## src/sv/npcm_pkg.sv

```systemverilog
`default_nettype none
// ----------------------------------------------------------------------------
// npcm_pkg
// Shared types and constants for the nearest palette color match block.
// ----------------------------------------------------------------------------
package npcm_pkg;

  // palette geometry
  localparam int PALETTE_ENTRIES = 256;
  localparam int IDX_W           = $clog2(PALETTE_ENTRIES);
  localparam int CHAN_W          = 8;
  localparam int ENTRY_W         = 8;
  localparam int SQ_W            = 2 * CHAN_W;
  localparam int DIST_W          = 20;

  localparam logic [IDX_W-1:0] LAST_IDX = IDX_W'(PALETTE_ENTRIES - 1);

  // item function codes
  localparam logic FUNC_WRITE = 1'b0;
  localparam logic FUNC_QUERY = 1'b1;

  // controller states
  typedef enum logic [1:0] {
    ST_IDLE,
    ST_SCAN,
    ST_WAIT,
    ST_RESULT
  } npcm_state_t;

  // controller to datapath commands
  typedef struct packed {
    logic             wr_en;
    logic             load_query;
    logic             rd_en;
    logic             rd_first;
    logic             rd_last;
    logic [IDX_W-1:0] rd_addr;
  } npcm_cmd_t;

  // datapath to controller status
  typedef struct packed {
    logic scan_done;
  } npcm_stat_t;

endpackage
`default_nettype wire

```

## src/sv/npcm_ctrl.sv

```systemverilog
`default_nettype none
// ----------------------------------------------------------------------------
// npcm_ctrl
// Controller: takes items, sequences the palette scan and strobes the result.
// ----------------------------------------------------------------------------
module npcm_ctrl
  import npcm_pkg::*;
(
  input  wire logic       clk,
  input  wire logic       rst_n,
  input  wire logic       start,
  input  wire logic       in_func,
  output logic            busy,
  output logic            out_valid,
  output npcm_cmd_t       cmd,
  input  wire npcm_stat_t stat
);

  npcm_state_t      state_r, state_nxt;
  logic [IDX_W-1:0] addr_r, addr_nxt;
  logic             accept;

  assign accept = start && (state_r == ST_IDLE);

  // state and scan address registers
  always_ff @(posedge clk) begin
    if (!rst_n) begin
      state_r <= ST_IDLE;
      addr_r  <= '0;
    end else begin
      state_r <= state_nxt;
      addr_r  <= addr_nxt;
    end
  end

  // next state
  always_comb begin
    state_nxt = state_r;
    case (state_r)
      ST_IDLE: begin
        if (accept && (in_func == FUNC_QUERY)) state_nxt = ST_SCAN;
      end
      ST_SCAN: begin
        if (addr_r == LAST_IDX) state_nxt = ST_WAIT;
      end
      ST_WAIT: begin
        if (stat.scan_done) state_nxt = ST_RESULT;
      end
      ST_RESULT: state_nxt = ST_IDLE;
      default:   state_nxt = ST_IDLE;
    endcase
  end

  // scan address counter
  always_comb begin
    addr_nxt = addr_r;
    case (state_r)
      ST_IDLE: addr_nxt = '0;
      ST_SCAN: begin
        if (addr_r != LAST_IDX) addr_nxt = addr_r + 1'b1;
      end
      default: addr_nxt = addr_r;
    endcase
  end

  // outputs and datapath commands
  always_comb begin
    busy           = (state_r != ST_IDLE);
    out_valid      = (state_r == ST_RESULT);
    cmd.wr_en      = accept && (in_func == FUNC_WRITE);
    cmd.load_query = accept && (in_func == FUNC_QUERY);
    cmd.rd_en      = (state_r == ST_SCAN);
    cmd.rd_first   = (addr_r == '0);
    cmd.rd_last    = (addr_r == LAST_IDX);
    cmd.rd_addr    = addr_r;
  end

endmodule
`default_nettype wire

```

## config.mk

```make
export PLATFORM = sky130hd
export DESIGN_NAME = npcm_ctrl
export DESIGN_NICKNAME = d
export VERILOG_FILES = /design/src/sv/npcm_pkg.sv /design/src/sv/npcm_ctrl.sv
export SDC_FILE = /design/constraint.sdc
export NUM_CORES = 1
export LEC_CHECK = 0
export BUFFER_PORTS_ARGS = -buffer_cell sky130_fd_sc_hd__buf_4
export CORE_MARGIN = 1.5
export CORE_UTILIZATION = 48
export DETAILED_ROUTE_END_ITERATION = 7
export GPL_TIMING_DRIVEN = 0
export PLACE_DENSITY = 0.76
export SLEW_MARGIN = 0
export SYNTH_ARGS = -nofsm -noshare
export SYNTH_HDL_FRONTEND = slang
export SYNTH_SLANG_ARGS = --single-unit
```

## constraint.sdc

```tcl
create_clock -name clk -period 1.97 [get_ports clk]
set_input_delay 0.197 -clock clk [delete_from_list [all_inputs] [get_ports clk]]
set_output_delay 0.197 -clock clk [all_outputs]
set_load 0.1 [all_outputs]
```

# Word level (Yosys, flattened, before mapping)
# Cells that the tools add are included.
# W data, S select, Z words.
word_totals:
  romBits: 0
  latch_bits: 0
  out_inout_bits: 15
  n_memories: 0
  ram_bits: 0
  register_bits: 10
  input_bits: 5
classes:
  reduce_logical: 9
  addsub: 1
  order_cmp: 0
  n_shift: 0
  n_bitwise: 1
  multipliers: 0
  eq_ne: 9
  n_div: 0
  muxes: 6
ops:
  columns: ["cell", "count"]
  rows:
  - ["$pmux W8 S2", 1]
  - ["$add A8 B1 Y8 const B", 1]
  - ["$eq A8 B8 Y1 const B", 1]
  - ["$logic_not A8 Y1", 1]
  - ["$mux W8", 1]
  - ["$ne A8 B8 Y1 const B", 1]
  - ["$pmux W2 S4", 1]
  - ["$mux W2", 3]
  - ["$ne A2 B2 Y1 const B", 3]
  - ["$eq A2 B2 Y1 const B", 2]
  - ["$reduce_bool A2 Y1", 2]
  - ["$logic_and A1 B1 Y1", 3]
  - ["$reduce_and A3 Y1", 1]
  - ["$eq A2 B1 Y1 const B", 1]
  - ["$logic_not A2 Y1", 1]
  - ["$ne A2 B1 Y1 const B", 1]
  - ["$reduce_and A2 Y1", 1]
  - ["$not A1 Y1", 1]

# Depth between registers and ports, before layout
# Gate-level depths: netlist of the first run.
depth:
  word_depth: 5
  ltp_mapped: 7
  depth_no_buf: 6

# Worst setup path after synthesis of the first run
# No wires, ideal clock.
synth_path:
  path_kind: "flip-flop to output port"
  from: "register addr_r[2]"
  to: "output cmd[9] (netlist bit)"
  path_stages_with_launch: 4
  required_ns: 1.773
  setup_slack_ns: -2.673
  arrival_ns: 4.446
  cell_sequence: "dfxtp_1 > buf_2 > or4b_2 > nor4_1"
synth_rtl:
  columns: ["item", "line_no", "rtl"]
  rows:
  - ["start, declared", "npcm_ctrl.sv:20", "logic [IDX_W-1:0] addr_r, addr_nxt;"]
  - ["start signal, assigned", "npcm_ctrl.sv:32", "addr_r <= addr_nxt;"]
  - ["end, declared", "npcm_ctrl.sv:15", "output npcm_cmd_t cmd,"]

==> results of run 1 <==
[kinds of logic (layout without fill, tap and decap cells)]
logic type	count (synthesis)	count (layout)	synth area share, %
multiplexers	1	1	1.58
adder cells (fa/ha/maj)	6	6	11.8
AO/OA/AOI/OAI	20	20	21.9
buffers and inverters	12	34	7.30
flip-flops	10	10	31.6
AND/OR/NAND/NOR	27	27	25.8
[layout make-up]
type / count / area [sq um]
plain buffers: 3 / 18.8
clock buffers: 4 / 26.3
fillers: 93 / 290
inverters: 9 / 40.0
multi-input cells: 54 / 412
flip-flops and latches: 10 / 228
well taps: 14 / 17.5
repair buffers: 18 / 139
[power breakdown]
group / switching [uW] / total, uW / internal (uW)
Clock: 68.4 / 146 / 78.0
Combinational: 495 / 671 / 176
Sequential: 28.8 / 251 / 222
[flip-flops by register name (all words and copies together) (netlist names)]
| name | cells |
|---|---|
| addr_r | 8 |
| state_r | 2 |
[critical path, stage by stage (launching register included)]
cell and delay [ns]:
dfxtp_4 0.36, inv_2 0.05, ha_1 0.13, or4b_4 0.47, nor4_4 0.17, buf_6 0.26
[per-layer routing]
layer | global-route usage, % | vias up | wire, um
met3 | 9.66 | 2 | 89
met5 | 0 | - | 0
met1 | 29.1 | 303 | 622
met4 | 6.03 | 0 | 7
met2 | 35.4 | 20 | 668
li1 | - | 327 | -
[stage by stage]
stage          instances  area (sq um)
3_5_place_dp         108           848
2_1_floorplan         76           696
5_1_grt              112           881
6_report             112           881
4_1_cts              112           878
3_3_place_gp         108           848
[cells in the mapped netlist (2+ instances only)]
| master | instances |
|---|---|
| a21oi_1 | 7 |
| a31oi_1 | 2 |
| dfxtp_1 | 10 |
| ha_1 | 6 |
| inv_1 | 9 |
| nand2_1 | 6 |
| nand3_1 | 5 |
| nand4_1 | 3 |
| nor2_1 | 3 |
| nor3_1 | 2 |
| o211ai_1 | 2 |
| o21bai_1 | 2 |
[worst paths after layout]
kind	startpoint	end	slack [ns]
setup reg to reg	addr_r[0]	state_r[1]	0.38
hold reg to reg	addr_r[0]	addr_r[0]	0.48
hold / removal	rst_n	state_r[0]	0.34
setup / recovery	addr_r[0]	cmd[9]	0.08
[what timing repair did]
item,CTS,global route
pin swaps,1,0
endpoints found under the setup margin,1,1
gates resized for setup,1,1
==> reports/qor.yml, run 1 <==
detailed_routing:
  average_routed_wire_per_standard_cell_um: 12.4
  initialDrtViolationCount: 16
  drt-pass1-iter-count: 4
  wirelength_um: 1390
  vias_after_detailed_routing: 652
  route.detailed.vias_per_inst: 5.82
  detail_route.drc_violations: 0
  detail-route-antenna-nets: 0
yosys:
  netlist_top_cells_area: "dfxtp_1 32%, ha_1 12%, a21oi_1 5.5%, inv_1 5.3%, nand3_1 3.9%"
  post_synth.cell_area_avg_sq_um: 8.35
  synth.cell_area_sq_um: 634
  synth_flop_cell: "dfxtp_1"
  netlist.top_cell.by_area: "dfxtp_1"
  synth.yosys.seq_area_share_pct: 31.6
  netlist-cell-type-count: 31
  ys_seq_elements: 10
  synth.net_count: 87
  synth_largest_type_area_fraction_pct: 31.6
  synth_edf_count: 0
  synth_cells: 76
  synthArstFlopShare_pct: 0
  synthesis.yosys.warnings: 0
global_route:
  via_count_of_the_first_global_routing_pass: 582
  track_usage_pct: 23.0
  grt_start_max_net_pins: 11
  grt_first_pass_wirelength_um: 2420
  grt-ovfl-total: 0
  initial_antenna_violation_count: 0
pwr:
  vdd.ir_drop.worst_mv: 0.788
  totalPowerFinal_uw: 1070
  power_density_over_the_cells_nw_per_um2: 1210
  static_leakage_uw: 0.000414
clock_network:
  root_buf_cell: "clkbuf_4"
  clock_path_buffers: 2
  clock_latency_on_the_worst_skew_pair_ns: 0.27
  tritoncts: "done"
  htree_levels: 1
  post_cts.repair.setup_buffers: 0
  holdBufCountCts: 0
  cts.reportedPaths.clkPinSlew_ns: 0.05
  inserted_clock_buffers: 3
  clkSinkCount: 10
run_status:
  status: "complete, no violations"
final_layout:
  layout.nets: 110
  mostFrequentLayoutCell: "buf_4"
  utilization_pct: 75.2
  final_cell_mix: "17 x buf_4, 7 x a21oi_1, 7 x dfxtp_4, 6 x inv_1, 6 x nand2_1"
  area_growth_syn_to_layout_pct: 38.9
  antenna_cells: 0
  post_route_cells_drive_above_1_share_pct: 40.8
timing:
  clock_skew_ns: 0.0150
  aggregate_negative_setup_slack_ns: 0
  final_max_slew_viol_count: 0
  maximum_clock_rate_ghz: 0.528
  timing_hold_violations_final: 0
  final.hold.worst_slack_ns: 0.337
  grt_setup_unrepaired: "yes"
  finalCritPeriodShare_pct: 96.1
  setup-violations-final: 0
  minimum_setup_slack_in_the_final_design_ns: 0.0773
  tightestPinTransition_ns: 0.486
  worst_slew_margin_rel_pct: 67.3
  final.min_clock_period_ns: 1.89
critical_path:
  timing.critical_path.required_ns: 1.77
  crit_type: "flop to output pin"
  crit_path_end_kind: "output pin"
  rr_worst_depth: 4
  crit_fanout: 6
  cp-start-kind: "flop"
  crit_arrival_ns: 1.70
floorplanning:
  rows: 12
  die_width_um: 39.4
  io-pin-count: 20
  start_util_pct: 54.2
  core-area_sq_um: 1170
  dieHeight_um: 39.4
  die_area_sq_um: 1550
min_path:
  min_path_cells: 2
  worst_hold_class: "input pin to flop"
placement:
  dpl.hpwl_um: 1090
  routability_cong: 0.778
  numPortBuffers: 18
  post-place-ws_ns: 0.162
flow_run:
  cap_violations: 0
No activity file was read; power rests on OpenSTA's default activity.
==> inputs of run 2 (changes only) <==
ABC_AREA = 1   (was not set)
CORE_UTILIZATION = 49   (was 48)
==> reports/qor.yml, run 2 <==
detailed_routing:
  drt-pass1-iter-count: 4  # unchanged
  initialDrtViolationCount: 9  # -7
  route.detailed.vias_per_inst: 5.13  # -12%
  detail_route.drc_violations: 0  # unchanged
  vias_after_detailed_routing: 739  # +13%
  average_routed_wire_per_standard_cell_um: 11.5  # -7.2%
  wirelength_um: 1650  # +19%
  detail-route-antenna-nets: 0  # unchanged
final_layout:
  mostFrequentLayoutCell: "nand2_1"
  area_growth_syn_to_layout_pct: 30.3
  top_register: "addr_r"
  reg.largest.list: "addr_r (8), state_r (2)"
  antenna_cells: 0  # unchanged
  final_cell_mix: "25 x nand2_1, 19 x buf_4, 15 x inv_1, 15 x nor2_1, 11 x nand3_1"
  layout.nets: 142  # +29%
  post_route_cells_drive_above_1_share_pct: 31.0  # -9.8 points
  utilization_pct: 69.4  # -5.8 points
  largest_reg_flops: 8  # unchanged
yosys:
  synth_edf_count: 0  # unchanged
  synth_largest_type_area_fraction_pct: 28.5  # -3.0 points
  synth.cell_area_sq_um: 702  # +11%
  synthMostInstantiatedCell: "nand2_1"
  synthArstFlopShare_pct: 0  # unchanged
  netlist.top_cell.by_area: "dfxtp_1"
  post_synth.cell_area_avg_sq_um: 6.56  # -21%
  netlist_top_cells_area: "dfxtp_1 29%, nand2_1 13%, ha_1 11%, inv_1 8.6%, nor2_1 8.0%"
  ys_seq_elements: 10  # unchanged
  synth_cells: 107  # +41%
  synth.net_count: 118  # +36%
  synth_flop_cell: "dfxtp_1"
  synth.cells.most_frequent: "25 x nand2_1, 16 x inv_1, 15 x nor2_1"
  synthesis.yosys.warnings: 0  # unchanged
  netlist-cell-type-count: 18  # -42%
  synth.yosys.seq_area_share_pct: 28.5  # -3.0 points
global_route:
  initial_antenna_violation_count: 0  # unchanged
  grt-ovfl-total: 0  # unchanged
  grt_first_pass_wirelength_um: 2660  # +9.7%
  track_usage_pct: 24.3  # +1.3 points
  via_count_of_the_first_global_routing_pass: 652  # +12%
  grt_start_max_net_pins: 11  # unchanged
timing:
  clock_skew_ns: 0.00330  # -0.0117 ns
  timing_hold_violations_final: 0  # unchanged
  maximum_clock_rate_ghz: 0.591  # +12%
  setup-violations-final: 0  # unchanged
  finalCritPeriodShare_pct: 86.0  # -10 points
  aggregate_negative_setup_slack_ns: 0  # unchanged
  grt_setup_unrepaired: "no"
  final.min_clock_period_ns: 1.69  # -0.199 ns
  final_max_slew_viol_count: 0  # unchanged
  tightestPinTransition_ns: 0.376  # -0.110 ns
  worst_slew_margin_rel_pct: 74.9  # +7.6 points
floorplanning:
  core-area_sq_um: 1320  # +13%
  die_area_sq_um: 1670  # +7.7%
  dieHeight_um: 40.9  # +3.8%
  io-pin-count: 20  # unchanged
  rows: 13  # +1
  die_width_um: 40.9  # +3.8%
  start_util_pct: 53.3  # -0.89 points
clock_network:
  inserted_clock_buffers: 3  # unchanged
  cts.reportedPaths.clkPinSlew_ns: 0.07  # +0.02 ns
  post_cts.repair.setup_buffers: 0  # unchanged
  root_buf_cell: "clkbuf_4"
  clock_latency_on_the_worst_skew_pair_ns: 0.27  # about the same
  clkSinkCount: 10  # unchanged
  holdBufCountCts: 0  # unchanged
  htree_levels: 1  # unchanged
  clock_path_buffers: 2  # unchanged
  tritoncts: "done"
  gates_resized_cts_repair: 0  # -1
placement:
  routability_cong: 0.811  # +4.2%
  dpl.hpwl_um: 1290  # +18%
  numPortBuffers: 19  # +1
critical_path:
  crit_path_end_kind: "output pin"
  rr_worst_depth: 8  # +4
  cp_num_buf_inv: 2  # unchanged
  timing.critical_path.required_ns: 1.77  # about the same
  worst_path_max_delay_cell: "dfxtp_2"
  cp-start-kind: "flop"
  crit_fanout: 6  # unchanged
  critPathMaxStageDelay_ns: 0.38  # -0.09 ns
  crit_type: "flop to output pin"
  critical_path.top_delay_family: "flip-flops"
  crit_arrival_ns: 1.50  # -0.20 ns
  worstPathCellList: "ha_1 -> nand2_2 -> nor2_4 -> nand2_4 -> clkinvlp_4 -> buf_4"
  cp_num_cells: 6  # +1
min_path:
  min_path_cells: 3  # +1
  worst_hold_class: "input pin to flop"
flow_run:
  cap_violations: 0  # unchanged
run_status:
  status: "complete, no violations"
==> run 2: kinds of logic (layout without fill, tap and decap cells) <==
kind of cell             count (synthesis)  after routing  synth area share (%)
AO/OA/AOI/OAI                           14             14                  10.5
flip-flops                              10             10                  28.5
AND/OR/NAND/NOR                         60             60                  40.1
adder cells (fa/ha/maj)                  6              6                  10.7
buffers and inverters                   17             39                  10.2
==> run 2: cell type report <==
| class | instances | area, sq um |
|---|---|---|
| Fill cell | 138 | 403 |
| Multi-Input combinational cell | 80 | 445 |
| Inverter | 16 | 63.8 |
| Timing Repair Buffer | 19 | 143 |
| Sequential cell | 10 | 210 |
| Tap cell | 15 | 18.8 |
| Clock buffer | 3 | 22.5 |
| Buffer | 1 | 11.3 |
==> run 2: path summary, 6_finish.rpt <==
check,start,end,slack (ns)
max,addr_r[1],cmd[8],0.28
min,rst_n,addr_r[5],0.20
max reg2reg,state_r[1],addr_r[7],0.37
min reg2reg,addr_r[0],addr_r[0],0.47
==> run 2: routing by layer <==
metal / GRT usage (%) / vias up / wire [um]
met5: 0 / - / 0
li1: - / 386 / -
met4: 18.3 / 0 / 52
met3: 3.26 / 7 / 67
met2: 36.7 / 18 / 736
met1: 30.8 / 328 / 797
==> run 2: through the flow <==
stage          std cells  area [sq um]  hold slack [ns]  setup WS [ns]
6_report             144           915            0.203          0.277
5_1_grt              144           915            0.201          0.183
4_1_cts              144           915            0.195          0.272
3_5_place_dp         141           892            0.457          0.426
3_3_place_gp         141           892            0.452          0.458
2_1_floorplan        107           731            0.312         -0.155
==> run 2: worst min-delay path: stages <==
cell and delay [ns]:
buf_4 0.14, nand2_1 0.06, nor2_1 0.03
Power of run 2 is left out: the tool's default activity adds up to more than one toggle a clock period on the data nets, which glitch-free logic cannot reach.
